<file path="src/design/rwhp_pkg.sv">
package rwhp_pkg;

    typedef struct packed {
        logic [7:0] in_byte;
        logic       stream_end;
    } in_t;

    typedef struct packed {
        logic [1:0]  kind;
        logic [2:0]  error_code;
        logic [7:0]  audio_byte;
        logic        format_valid;
        logic [15:0] channel_count;
        logic [31:0] sample_rate;
        logic [15:0] sample_bits;
        logic [31:0] data_length;
    } out_t;

    typedef enum logic [13:0] {
        PH_RIFF     = 14'b00000000000001,
        PH_RIFFLEN  = 14'b00000000000010,
        PH_WAVE     = 14'b00000000000100,
        PH_FTAG     = 14'b00000000001000,
        PH_FLEN     = 14'b00000000010000,
        PH_FSKIP    = 14'b00000000100000,
        PH_FMTBODY  = 14'b00000001000000,
        PH_FMTEXTRA = 14'b00000010000000,
        PH_DTAG     = 14'b00000100000000,
        PH_DLEN     = 14'b00001000000000,
        PH_DSKIP    = 14'b00010000000000,
        PH_AUDIO    = 14'b00100000000000,
        PH_ENDED    = 14'b01000000000000,
        PH_ERROR    = 14'b10000000000000
    } phase_t;

    typedef struct packed {
        phase_t      phase;
        logic [1:0]  field_byte_index;
        logic [31:0] assembly_word;
        logic [31:0] chunk_tag;
        logic [31:0] bytes_left;
        logic [31:0] fmt_extra_bytes;
        logic [15:0] channels;
        logic [31:0] rate;
        logic [15:0] bits;
        logic [31:0] data_length;
        logic [2:0]  error;
        logic        pad_pending;
        logic        fmt_latched;
    } state_t;

    localparam logic [1:0] KIND_HEADER = 2'd0;
    localparam logic [1:0] KIND_AUDIO  = 2'd1;
    localparam logic [1:0] KIND_ENDED  = 2'd2;
    localparam logic [1:0] KIND_ERROR  = 2'd3;

    localparam logic [2:0] ERR_NONE        = 3'd0;
    localparam logic [2:0] ERR_BAD_RIFF    = 3'd1;
    localparam logic [2:0] ERR_BAD_WAVE    = 3'd2;
    localparam logic [2:0] ERR_UNSUPPORTED = 3'd3;
    localparam logic [2:0] ERR_FMT_SHORT   = 3'd4;
    localparam logic [2:0] ERR_NOT_PCM     = 3'd5;
    localparam logic [2:0] ERR_EARLY_END   = 3'd6;

    localparam logic [31:0] TAG_RIFF = 32'h52494646;
    localparam logic [31:0] TAG_WAVE = 32'h57415645;
    localparam logic [31:0] TAG_FMT  = 32'h666D7420;
    localparam logic [31:0] TAG_FACT = 32'h66616374;
    localparam logic [31:0] TAG_LIST = 32'h4C495354;
    localparam logic [31:0] TAG_DATA = 32'h64617461;

    localparam logic [31:0] FMT_MIN_LEN = 32'd16;
    localparam logic [15:0] PCM_CODE    = 16'd1;

    localparam logic [3:0] POS_FORMAT   = 4'd1;
    localparam logic [3:0] POS_CHANNELS = 4'd3;
    localparam logic [3:0] POS_RATE     = 4'd7;
    localparam logic [3:0] POS_BITS     = 4'd15;

endpackage

</file>
<file path="src/design/rwhp_step.sv">
module rwhp_step (
    input  rwhp_pkg::state_t cur,
    input  rwhp_pkg::in_t    din,
    output rwhp_pkg::state_t nxt,
    output rwhp_pkg::out_t   res
);
    import rwhp_pkg::*;

    logic [31:0] tag_shift;
    logic [31:0] asm_shift;
    logic [1:0]  idx_inc;
    logic        field_done;
    logic [31:0] left_dec;
    logic [31:0] extra_dec;
    logic [3:0]  pos;
    logic [1:0]  kind;
    logic [7:0]  abyte;

    always_comb begin
        nxt        = cur;
        kind       = KIND_HEADER;
        abyte      = 8'd0;
        tag_shift  = {cur.chunk_tag[23:0], din.in_byte};
        asm_shift  = {din.in_byte, cur.assembly_word[31:8]};
        idx_inc    = cur.field_byte_index + 2'd1;
        field_done = (idx_inc == 2'd0);
        left_dec   = cur.bytes_left - 32'd1;
        extra_dec  = cur.fmt_extra_bytes - 32'd1;
        pos        = 4'd0 - cur.bytes_left[3:0];

        if (cur.phase == PH_ENDED) begin
            kind = KIND_ENDED;
        end else if (cur.phase != PH_ERROR) begin
            if (din.stream_end) begin
                nxt.error = ERR_EARLY_END;
                nxt.phase = PH_ERROR;
            end else begin
                case (cur.phase)
                    PH_RIFF, PH_WAVE, PH_FTAG, PH_DTAG: begin
                        nxt.chunk_tag        = tag_shift;
                        nxt.field_byte_index = idx_inc;
                        if (field_done) begin
                            if (cur.phase == PH_RIFF) begin
                                if (tag_shift == TAG_RIFF) begin
                                    nxt.phase = PH_RIFFLEN;
                                end else begin
                                    nxt.error = ERR_BAD_RIFF;
                                    nxt.phase = PH_ERROR;
                                end
                            end else if (cur.phase == PH_WAVE) begin
                                if (tag_shift == TAG_WAVE) begin
                                    nxt.phase = PH_FTAG;
                                end else begin
                                    nxt.error = ERR_BAD_WAVE;
                                    nxt.phase = PH_ERROR;
                                end
                            end else if (cur.phase == PH_FTAG) begin
                                if (tag_shift == TAG_FMT || tag_shift == TAG_FACT
                                        || tag_shift == TAG_LIST) begin
                                    nxt.phase = PH_FLEN;
                                end else begin
                                    nxt.error = ERR_UNSUPPORTED;
                                    nxt.phase = PH_ERROR;
                                end
                            end else begin
                                nxt.phase = PH_DLEN;
                            end
                        end
                    end
                    PH_RIFFLEN: begin
                        nxt.assembly_word    = asm_shift;
                        nxt.field_byte_index = idx_inc;
                        if (field_done) begin
                            nxt.phase = PH_WAVE;
                        end
                    end
                    PH_FLEN: begin
                        nxt.assembly_word    = asm_shift;
                        nxt.field_byte_index = idx_inc;
                        if (field_done) begin
                            if (cur.chunk_tag == TAG_FMT) begin
                                if (asm_shift < FMT_MIN_LEN) begin
                                    nxt.error = ERR_FMT_SHORT;
                                    nxt.phase = PH_ERROR;
                                end else begin
                                    nxt.fmt_extra_bytes = asm_shift - FMT_MIN_LEN;
                                    nxt.pad_pending     = asm_shift[0];
                                    nxt.bytes_left      = FMT_MIN_LEN;
                                    nxt.phase           = PH_FMTBODY;
                                end
                            end else begin
                                nxt.bytes_left  = asm_shift;
                                nxt.pad_pending = asm_shift[0];
                                nxt.phase = (asm_shift != 32'd0) ? PH_FSKIP : PH_FTAG;
                            end
                        end
                    end
                    PH_DLEN: begin
                        nxt.assembly_word    = asm_shift;
                        nxt.field_byte_index = idx_inc;
                        if (field_done) begin
                            nxt.bytes_left = asm_shift;
                            if (cur.chunk_tag == TAG_DATA) begin
                                nxt.data_length = asm_shift;
                                nxt.phase = (asm_shift != 32'd0) ? PH_AUDIO : PH_ENDED;
                            end else begin
                                nxt.pad_pending = asm_shift[0];
                                nxt.phase = (asm_shift != 32'd0) ? PH_DSKIP : PH_DTAG;
                            end
                        end
                    end
                    PH_FSKIP, PH_DSKIP: begin
                        if (cur.bytes_left != 32'd0) begin
                            nxt.bytes_left = left_dec;
                            if (left_dec == 32'd0 && !cur.pad_pending) begin
                                nxt.phase = (cur.phase == PH_FSKIP) ? PH_FTAG : PH_DTAG;
                            end
                        end else begin
                            nxt.pad_pending = 1'b0;
                            nxt.phase = (cur.phase == PH_FSKIP) ? PH_FTAG : PH_DTAG;
                        end
                    end
                    PH_FMTEXTRA: begin
                        if (cur.fmt_extra_bytes != 32'd0) begin
                            nxt.fmt_extra_bytes = extra_dec;
                            if (extra_dec == 32'd0 && !cur.pad_pending) begin
                                nxt.phase = PH_DTAG;
                            end
                        end else begin
                            nxt.pad_pending = 1'b0;
                            nxt.phase       = PH_DTAG;
                        end
                    end
                    PH_FMTBODY: begin
                        nxt.assembly_word    = asm_shift;
                        nxt.field_byte_index = 2'd0;
                        nxt.bytes_left       = left_dec;
                        if (pos == POS_FORMAT) begin
                            if (asm_shift[31:16] != PCM_CODE) begin
                                nxt.error = ERR_NOT_PCM;
                                nxt.phase = PH_ERROR;
                            end
                        end else if (pos == POS_CHANNELS) begin
                            nxt.channels = asm_shift[31:16];
                        end else if (pos == POS_RATE) begin
                            nxt.rate = asm_shift;
                        end else if (pos == POS_BITS) begin
                            nxt.bits        = asm_shift[31:16];
                            nxt.fmt_latched = 1'b1;
                            nxt.phase = (cur.fmt_extra_bytes != 32'd0 || cur.pad_pending)
                                ? PH_FMTEXTRA : PH_DTAG;
                        end
                    end
                    PH_AUDIO: begin
                        kind           = KIND_AUDIO;
                        abyte          = din.in_byte;
                        nxt.bytes_left = left_dec;
                        if (left_dec == 32'd0) begin
                            nxt.phase = PH_ENDED;
                        end
                    end
                    default: begin
                        nxt.error = ERR_NONE;
                        nxt.phase = PH_ERROR;
                    end
                endcase
            end
        end

        if (nxt.phase == PH_ERROR) begin
            kind = KIND_ERROR;
        end

        res.kind          = kind;
        res.error_code    = (kind == KIND_ERROR) ? nxt.error : ERR_NONE;
        res.audio_byte    = abyte;
        res.format_valid  = nxt.fmt_latched;
        res.channel_count = nxt.fmt_latched ? nxt.channels : 16'd0;
        res.sample_rate   = nxt.fmt_latched ? nxt.rate : 32'd0;
        res.sample_bits   = nxt.fmt_latched ? nxt.bits : 16'd0;
        res.data_length   = nxt.data_length;
    end

endmodule

</file>
<file path="src/design/riff_wave_header_parser_unit.sv">
// Channel   Ports                          Word
// input     s_valid, s_ready, s_data       one file byte and the end-of-stream flag
// result    m_valid, m_ready, m_data       one result with the latched format fields
//
// Every accepted byte produces exactly one result word, registered and valid from the cycle after the accept.
// A new byte is accepted every cycle while the result register is empty or being taken.
// The parse state and the result register update together in the accept cycle.
// A stall on m_ready holds the result and drops s_ready until it is taken.
// Synchronous reset returns the parser to the RIFF magic check with no format latched.
module riff_wave_header_parser_unit (
    input  logic            aclk,
    input  logic            aresetn,
    input  logic            s_valid,
    output logic            s_ready,
    input  rwhp_pkg::in_t   s_data,
    output logic            m_valid,
    input  logic            m_ready,
    output rwhp_pkg::out_t  m_data
);
    import rwhp_pkg::*;

    localparam state_t STATE_RESET = '{
        phase:            PH_RIFF,
        field_byte_index: 2'd0,
        assembly_word:    32'd0,
        chunk_tag:        32'd0,
        bytes_left:       32'd0,
        fmt_extra_bytes:  32'd0,
        channels:         16'd0,
        rate:             32'd0,
        bits:             16'd0,
        data_length:      32'd0,
        error:            ERR_NONE,
        pad_pending:      1'b0,
        fmt_latched:      1'b0
    };

    state_t state_reg;
    state_t state_next;
    out_t   result_next;
    out_t   m_data_reg;
    logic   m_valid_reg;
    logic   accept;

    rwhp_step u_step (
        .cur (state_reg),
        .din (s_data),
        .nxt (state_next),
        .res (result_next)
    );

    assign s_ready = !m_valid_reg || m_ready;
    assign accept  = s_valid && s_ready;
    assign m_valid = m_valid_reg;
    assign m_data  = m_data_reg;

    always_ff @(posedge aclk) begin
        if (!aresetn) begin
            state_reg   <= STATE_RESET;
            m_valid_reg <= 1'b0;
        end else begin
            if (accept) begin
                state_reg <= state_next;
            end
            if (accept) begin
                m_valid_reg <= 1'b1;
            end else if (m_ready) begin
                m_valid_reg <= 1'b0;
            end
        end
    end

    always_ff @(posedge aclk) begin
        if (accept) begin
            m_data_reg <= result_next;
        end
    end

endmodule
</file>
<file path="config.mk">
export PLATFORM = sky130hd
export DESIGN_NAME = riff_wave_header_parser_unit
export DESIGN_NICKNAME = d
export VERILOG_FILES = /design/src/design/rwhp_pkg.sv /design/src/design/rwhp_step.sv /design/src/design/riff_wave_header_parser_unit.sv
export SDC_FILE = /design/constraint.sdc
export NUM_CORES = 1
export LEC_CHECK = 0
export CAP_MARGIN = 20
export CORE_ASPECT_RATIO = 0.7
export CORE_UTILIZATION = 30
export CTS_CLUSTER_DIAMETER = 80
export DETAILED_ROUTE_END_ITERATION = 7
export DONT_BUFFER_PORTS = 1
export RECOVER_POWER = 100
export SYNTH_ARGS = -nofsm -noshare
export SYNTH_HDL_FRONTEND = slang
export SYNTH_SLANG_ARGS = --single-unit
</file>
<file path="constraint.sdc">
create_clock -name aclk -period 5.15 [get_ports aclk]
set_clock_uncertainty 0.1 [all_clocks]
set_input_delay 0.2575 -clock aclk [delete_from_list [all_inputs] [get_ports aclk]]
set_output_delay 0.2575 -clock aclk [all_outputs]
set_load 0.05 [all_outputs]
</file>
==> reports/results.tsv <==
stage	metric	value	unit
layout	fillers	6087	
logic_synthesis	synth_area_per_cell	8.06	um^2
floorplanning	initial_utilization	30.6	%
floorplanning	die_w	294	um
pwr	p_per_area	316	nW/um^2
detailed_routing	drt_iter0_drc	1764	
logic_synthesis	synth-seq-area-share	44.9	%
timing	tns	0	ns
timing	slew_headroom	-4.36	%
worst_setup_path	worst-path-buf-inv	0	
clocking	cts_buffer_depth	3	
clocking	clkSinkCount	348	
logic_synthesis	yosysWarnings	0	
clocking	cts.repair.resized	0	
clocking	cts_root_buf	clkbuf_16	
clocking	numCtsBuffers	40	
detailed_routing	ant_nets	0	
floorplanning	die_h	207	um
logic_synthesis	synth_area	18000	um^2
layout	area_growth	11.7	%
logic_synthesis	synthTopCellsByArea	dfxtp_1, edfxtp_1, nand2_1	
status	status	complete, but fails checks	
logic_synthesis	async_flop_share	0	%
layout	final_area	20100	um^2
global_route	grt_pass1_wl	95.3	mm
layout	seqCellArea	8070	um^2
worst_setup_path	path_cells	or4_1 > nor3_1 > nand4_1 > and3_1 > and3_1 > nor2_1 > nand2_1 > o21ai_0 > a22o_1	
detailed_routing	viasPerCell	5.59	
worst_setup_path	arrival	4.98	ns
placement	placed_area	18600	um^2
floorplanning	coreArea	58700	um^2
logic_synthesis	synth_top_area_share	26.5	%
worst_setup_path	cp_top_family	simple AND/OR/NAND/NOR gates	
logic_synthesis	synth-edff-count	110	
detailed_routing	totalWireLength	63.6	mm
worst_setup_path	cp.required	5.55	ns
timing	worstMarginPinSlew	1.57	ns
global_route	grt_overflow_total	0	
timing	hold_violations	0	
global_route	grt_pass1_vias	15136	
timing	fmax	0.219	GHz
timing	period_share	88.8	%
worst_setup_path	slowest_delay	0.74	ns
status	violations	capacitance limit, slew limit	
pwr	p_leak	6.73	nW
min_path	hp-class	input port to flip-flop	
layout	multiInputGateArea	9070	um^2
clocking	cts_tree	built	
placement	port-buffer-count	0	
placement	routabilityCongestion	0.963	
worst_setup_path	startpoint_type	flip-flop	
worst_setup_path	end_kind	flip-flop	
clocking	h-tree-depth	2	
timing	rsz0062_at_grt	no	
logic_synthesis	ys.flop_type	dfxtp_1	
timing	finalSetupViolations	0	
floorplanning	io_pins	125	
detailed_routing	drt-wirelength-per-cell	21.4	um
worst_setup_path	crit_fanout	25	
logic_synthesis	synth_top_area_cell	dfxtp_1	
logic_synthesis	synthCells	2228	
logic_synthesis	synth-seq-cells	348	
detailed_routing	dr.pass1.iters	6	
detailed_routing	routed-via-count	16621	
worst_setup_path	worst-setup-path-type	flip-flop to flip-flop	
layout	largest_register_ffs	237	
global_route	grtUsageTotal	20.4	%
pwr	vdd.ir_drop.worst	0.205	mV
clocking	clk_pin_slew	0.06	ns
run	timing.max_cap.violations	1	
worst_setup_path	cp_common_cell	and3_1	
global_route	grt_max_degree	113	
timing	fin_crit	4.57	ns
global_route	antenna_found_initial	2	
timing	slew_violations	30	
detailed_routing	drc_errors	0	
layout	layout-drive-gt1-share	6.44	%
floorplanning	row_count	74	
floorplanning	dieArea	60900	um^2
placement	hpwl	43.1	mm
worst_setup_path	cpMaxStageDelayCell	and3_1	
clocking	cts_hold_buf	11	
layout	nets	2163	
logic_synthesis	synth.distinct_cells	82	
clocking	cts_setup_buffers	0	
clocking	clock_latency	0.57	ns
logic_synthesis	syn-num-nets	2249	
report_power, final:
part	leakage [nW]	internal [mW]	switching, mW
sequential	3.01	2.88	0.188
clock	0.682	1.84	1.21
combinational	3.04	0.0486	0.181
synth_stat cells (8+ instances only):
| master | count |
|---|---|
| a211oi_1 | 13 |
| a21oi_1 | 265 |
| a22oi_1 | 12 |
| and3_1 | 18 |
| and4_1 | 10 |
| buf_2 | 24 |
| clkbuf_1 | 151 |
| dfxtp_1 | 238 |
| edfxtp_1 | 110 |
| ha_1 | 8 |
| inv_1 | 23 |
| mux2_2 | 29 |
| mux2i_1 | 18 |
| nand2_1 | 517 |
| nand2b_1 | 12 |
| nand3_1 | 40 |
| nand4_1 | 38 |
| nand4b_1 | 11 |
| nor2_1 | 181 |
| nor2b_1 | 8 |
| nor3_1 | 76 |
| nor4_1 | 58 |
| nor4b_1 | 14 |
| o211ai_1 | 9 |
| o21a_1 | 8 |
| o21ai_0 | 93 |
| o31ai_1 | 14 |
| or2_2 | 11 |
| or3_1 | 17 |
| or4_1 | 18 |
| xnor2_1 | 20 |
| xor2_1 | 28 |
path summary, 6_finish.rpt:
check	to	startpoint	cells after the start	slack, ns
setup / recovery	state_reg[242]	state_reg[236]	9	0.58
hold / removal	state_reg[150]	aresetn	2	0.01
setup reg to reg	state_reg[242]	state_reg[236]	9	0.58
hold reg to reg	state_reg[95]	state_reg[95]	2	0.35
final cells by class:
type / count / share of cell area, %
inverters: 23 / 0.480
well taps: 798 / 4.98
flip-flops and latches: 348 / 40.2
clock inverters: 25 / 1.54
clock buffers: 48 / 5.49
diodes: 1 / 0.0125
multi-input cells: 1674 / 45.2
repair buffers: 55 / 2.09
per-stage QoR:
| stage | hold WS [ns] | utilization [%] | total power [mW] | cells | setup WS [ns] |
|---|---|---|---|---|---|
| floorplan | 0.287 | - | 3.28 | 2228 | 0.164 |
| global placement | 0.288 | 31.7 | 3.33 | 2884 | 1.03 |
| detailed placement | 0.303 | 31.7 | 3.33 | 2884 | 1.03 |
| CTS | 0.00805 | 34.3 | 6.40 | 2968 | 1.02 |
| global route | 0.0637 | 34.2 | 6.52 | 2971 | 0.407 |
| finish | 0.0109 | 34.2 | 6.35 | 2972 | 0.578 |
cells in the final DEF (no fill, tap or decap), types with 10 or more instances in the layout:
cell,synthesis,routed
a211oi_1,13,13
a21oi_1,265,265
a22oi_1,12,12
and3_1,18,18
and4_1,10,10
buf_4,1,31
clkbuf_1,151,10
clkbuf_16,0,41
dfxtp_1,238,238
dlygate4sd3_1,0,11
edfxtp_1,110,110
inv_1,23,21
mux2_1,4,27
mux2i_1,18,18
nand2_1,517,518
nand2b_1,12,12
nand3_1,40,40
nand4_1,38,38
nand4b_1,11,11
nor2_1,181,179
nor3_1,76,78
nor4_1,58,59
nor4b_1,14,13
o21ai_0,93,93
o31ai_1,14,14
or2_2,11,10
or3_1,17,17
or4_1,18,19
xnor2_1,20,20
xor2_1,28,28
logic make-up after synthesis:
| logic type | after synthesis | share of synthesized area [%] |
|---|---|---|
| AOI/OAI and AO/OA | 486 | 15.9 |
| xor gates and xnor gates | 48 | 2.34 |
| adders and majority gates | 8 | 0.557 |
| muxes | 51 | 3.07 |
| buffers and inverters | 206 | 4.55 |
| DFF | 348 | 44.9 |
| and+or+nand+nor | 1081 | 28.7 |
routing by layer:
metal	global-route usage (%)	wire length [um]	vias up
met5	0	13	-
met4	5.93	1470	2
met3	5.17	6100	90
met2	29.6	26500	785
met1	29.6	29500	8001
li1	-	-	7743
No activity file was read; power rests on OpenSTA's default activity.
